[config.mk]
export PLATFORM = sky130hd
export DESIGN_NAME = itsb_ram
export DESIGN_NICKNAME = d
export VERILOG_FILES = /design/src/design/itsb_ram.sv
export SDC_FILE = /design/constraint.sdc
export NUM_CORES = 1
export LEC_CHECK = 0
export ABC_CLOCK_PERIOD_IN_PS = 7300
export BUFFER_PORTS_ARGS = -buffer_cell sky130_fd_sc_hd__buf_2
export CAP_MARGIN = 25
export CORE_ASPECT_RATIO = 0.7
export CORE_MARGIN = 5
export CORE_UTILIZATION = 60
export CTS_BUF_LIST = sky130_fd_sc_hd__clkbuf_2 sky130_fd_sc_hd__clkbuf_4 sky130_fd_sc_hd__clkbuf_8
export CTS_CLUSTER_DIAMETER = 60
export DETAILED_ROUTE_END_ITERATION = 16
export PLACE_DENSITY = 0.75
export SYNTH_ARGS = -nofsm -noshare
export SYNTH_HDL_FRONTEND = slang
export SYNTH_SLANG_ARGS = --single-unit
export TNS_END_PERCENT = 10
[constraint.sdc]
create_clock -name clock -period 7.3 [get_ports clock]
set_input_delay 0.365 -clock clock [delete_from_list [all_inputs] [get_ports clock]]
set_output_delay 0.365 -clock clock [all_outputs]
set_load 0.05 [all_outputs]
[src/design/itsb_ram.sv]
// Generic single-write, single-read RAM with registered read data.
module itsb_ram #(
   parameter int WIDTH = 64,
   parameter int DEPTH = 16,
   localparam int AW = (DEPTH > 1) ? $clog2(DEPTH) : 1
) (
   input  logic             clock,
   input  logic             wr_en,
   input  logic [AW-1:0]    wr_addr,
   input  logic [WIDTH-1:0] wr_data,
   input  logic             rd_en,
   input  logic [AW-1:0]    rd_addr,
   output logic [WIDTH-1:0] rd_data
);

   logic [WIDTH-1:0] mem_ff [DEPTH];
   logic [WIDTH-1:0] rd_data_ff;

   always_ff @(posedge clock) begin
      if (wr_en) begin
         mem_ff[wr_addr] <= wr_data;
      end
      if (rd_en) begin
         rd_data_ff <= mem_ff[rd_addr];
      end
   end

   assign rd_data = rd_data_ff;

endmodule
Word level (Yosys, flattened, before mapping)
Memory sizes are Yosys's and may differ from the RTL's. A register that Yosys moved wholly into a read port is not among the register bits.
Index checks and enable logic that the tools add are counted.
- bits in registers: 0
- bits in writable memories: 1024
- input bits: 75
- logic and storage cells: 3
- memories: 1
- memory list (name ; depth ; width ; read ports ; clocked after Yosys merged registers in ; wr ports ; RTL line ; source):
    mem_ff ; 16 ; 64 ; 1 ; 1 ; 1 ; 16 ; logic [WIDTH-1:0] mem_ff [DEPTH];
- muxes and demuxes: 2
- operator list (kind ; count):
    1-bit 2-to-1 mux ; 2

Depth between registers and ports, before layout
- word-level depth: 2
- gate-level depth with buffers: 6
- mapped depth without buffers: 3

Worst setup path after synthesis
OpenSTA, ideal clock, no wires.
- kind: input -> register
- start: input port wr_addr[2]
- end: memory mem_ff[0][0], enable pin
- library setup time: 565 ps
- arrival: 5228 ps
- setup slack: 1506 ps
- stages: 2
- cells stage by stage: or3b_2 nor3_1
- RTL lines (element ; RTL line ; source):
    start, declared ; 9 ; input logic [AW-1:0] wr_addr,
    end, declared ; 16 ;
No word-level cell before the write port.

==> impl_metrics.csv <==
group,metric,value,unit
drt,drt-total-wl,85400,µm
global_routing,antenna_found_initial,5,
final_layout,multi_input_area,7230,µm²
drt,drcViolationCount,0,
synth,synth_area_leaders,"edfxtp_1 81%, mux4_2 14%, a22oi_1 2.4%, nand2_1 0.61%, buf_6 0.36%",
min_path,hp-class,"in2reg",
clock_network,cts_inserted_buffers,151,
clock_network,clk_pin_slew,60,ps
timing,finalSetupViolCount,0,
final_layout,finalNetCount,2035,
timing,max_slew.worst_pin.slew,1040,ps
final_layout,drive_gt1_share,32.9,%
timing,period_needed,2370,ps
setup_path,end_kind,"register",
synth,syn_avg_cell_area,24.4,µm²
power,comb_power_share,5.8,%
final_layout,final_util,68.8,%
setup_path,cp-endpoint,"rd_data[9]",
drt,routed-via-count,18700,
setup_path,required,7810,ps
final_layout,n_fill_cell,4104,
clock_network,cts_max_level,4,
global_routing,met2_usage,39.5,%
clock_network,root_buffer,"clkbuf_8",
setup_path,crit_start,"rd_addr[0]",
synth,ys_ff_latch,1088,
timing,fin_crit_sh,32.5,%
timing,relSlewSlack,30.5,%
synth,synth_warnings,0,
clock_network,clk_latency,780,ps
drt,drt_iter0_drc,1955,
final_layout,area_delta_synth_final,13.6,%
floorplanning,dieHeight,227,µm
setup_path,r2r-end,"rd_data[47]",
timing,fin_setup_tns,0,ps
clock_network,clockBufferDepth,3,
timing,hold_ws,105,ps
floorplanning,core_region_area,66400,µm²
global_routing,grt_pass1_wl,125000,µm
power,swShare,21.3,%
global_routing,grt_use_met1,33.3,%
placed_design,pre_cts_ws,3910,ps
floorplanning,start_util,60.6,%
power,p_seq_share,57.7,%
timing,fin_worst_skew,26.0,ps
drt,first_pass_iters,5,
global_routing,gr-usage-met3,4.30,%
power,powerDensity,269,nW/µm²
synth,synth_nets,1722,
final_layout,final_common_cell,"edfxtp_1",
synth,ys_seq_area_share,81.2,%
global_routing,grt_use_total,23.7,%
synth,synth.distinct_cells,17,
synth,synthesis.area,40200,µm²
status,status,"complete, no violations",
floorplanning,ioPinCount,139,
timing,slew_viol_final,0,
final_layout,seq_area,32700,µm²
floorplanning,die_w,319,µm
floorplanning,dieArea,72400,µm²
clock_network,cts_setup_buffers,0,
setup_path,critPathMaxFanout,83,
drt,post_drt_wl_per_cell,28.8,µm
placed_design,globalplace.congestion,0.711,
synth,syn-instance-count,1647,
clock_network,cts_tree,"done",
power,power.internal,0.00966,W
setup_path,r2r_cells,3,
global_routing,busiest_layer,"met2",
power,p_leak,14.7,nW
clock_network,cts.sinks,1088,
power,switching_power,0.00262,W
timing,max_freq,421,MHz
global_routing,grt_max_degree,145,
timing,rsz0062_at_grt,"false",
setup_path,critPathArrivalTime,2890,ps
setup_path,crit_type,"in2reg",
setup_path,startpoint_type,"input pin",
global_routing,grt_pass1_vias,19300,
placed_design,hpwlAfterDp,40400,µm
floorplanning,fp-row-count,79,
power,clkPwrFrac,36.5,%
synth,yosysTopAreaCell,"edfxtp_1",
setup_path,r2r-start,"mem_ff[3][47]",
setup_path,r2r_setup_slack,5810,ps
final_layout,final_cell_mix,"1088 x edfxtp_1, 256 x mux4_2, 159 x clkbuf_8",
power,ir_drop,0.000177,V
global_routing,globalRouteOverflowTotal,0,
timing,setup_ws,4930,ps
timing,final_hold_viol_count,0,
drt,viasPerCell,6.32,
synth,yosys.area.top_type_share,81.2,%
run,drv_cap,0,
drt,ant_nets,0,
placed_design,portBuffers,138,
-- worst min-delay path by stage --
stage,cells after the start,slack [ps],to,start
after floorplan,0,460,mem_ff[0][0],wr_data[0]
after global placement,3,720,rd_data[8],mem_ff[14][8]
after detailed placement,3,730,rd_data[23],mem_ff[14][23]
after CTS,1,50,rd_data[55],rd_en
after global routing,1,80,rd_data[55],rd_en
final,1,110,rd_data[55],rd_en
-- layer usage --
| layer | part of all wire (%) | vias to the layer above |
|---|---|---|
| met3 | 8.5 | 114 |
| met1 | 38 | 9907 |
| met2 | 51 | 937 |
| li1 | - | 7749 |
| met4 | 1.8 | 2 |
| met5 | 0.013 | - |
-- worst max-delay path: stages --
cell and delay (ps):
buf_8 670, buf_4 580, buf_12 310, mux4_2 540
a22oi_1 220, nand2_1 80
-- sequential cells by signal, summed over array words and instances (netlist names) --
register / count
rd_data: 64
mem_ff: 1024
-- power by group through the flow --
stage	registers [W]	logic, W	clock network (W)
after detailed placement	0.00722	0.000683	0
after floorplan	0.00731	0.000333	0
final	0.00708	0.000712	0.00449
after global routing	0.00709	0.000756	0.00486
after global placement	0.00721	0.000665	0
after CTS	0.00708	0.000715	0.00457
-- cell families after synthesis --
kind of cell           Yosys count  share of synthesized area [%]
flip-flops                    1088                           81.2
AO/OA/AOI/OAI                  128                           2.39
buffers and inverters           84                           1.12
multiplexers                   256                           14.3
AND/OR/NAND/NOR                 91                          0.927
-- layout make-up --
cell class                 instances  share of cell area [%]
multi-input combinational        475                    15.8
clock buffer                     202                    5.50
tap                              891                    2.44
sequential                      1088                    71.5
clock inverter                    57                   0.756
antenna                            4                  0.0219
timing repair buffer             244                    3.91
-- metrics by stage --
step	instance area (µm²)	cells	total power, W
after floorplan	40200	1647	0.00765
after global placement	42000	2629	0.00787
after detailed placement	42100	2632	0.00790
after CTS	45600	2955	0.0124
after global routing	45700	2959	0.0127
final	45700	2961	0.0123
-- cell usage after synthesis --
library cell / count
buf_2: 13
buf_6: 13
edfxtp_1: 1088
nand2_1: 65
clkbuf_1: 36
buf_1: 16
nor3_1: 4
a22oi_1: 128
or3b_2: 1
nor2b_1: 2
mux4_2: 256
buf_4: 6
and2_1: 1
nand3b_1: 2
nor2_1: 13
nand2b_1: 2
nand3_1: 1
-- repair_timing --
action | CTS | global route
hold buffers | 64 | 0
endpoints found under the setup margin | 0 | 0
endpoints found under the hold margin | 1024 | 0
gates resized for setup | 0 | 0
Power figures use the tool's default switching activity.
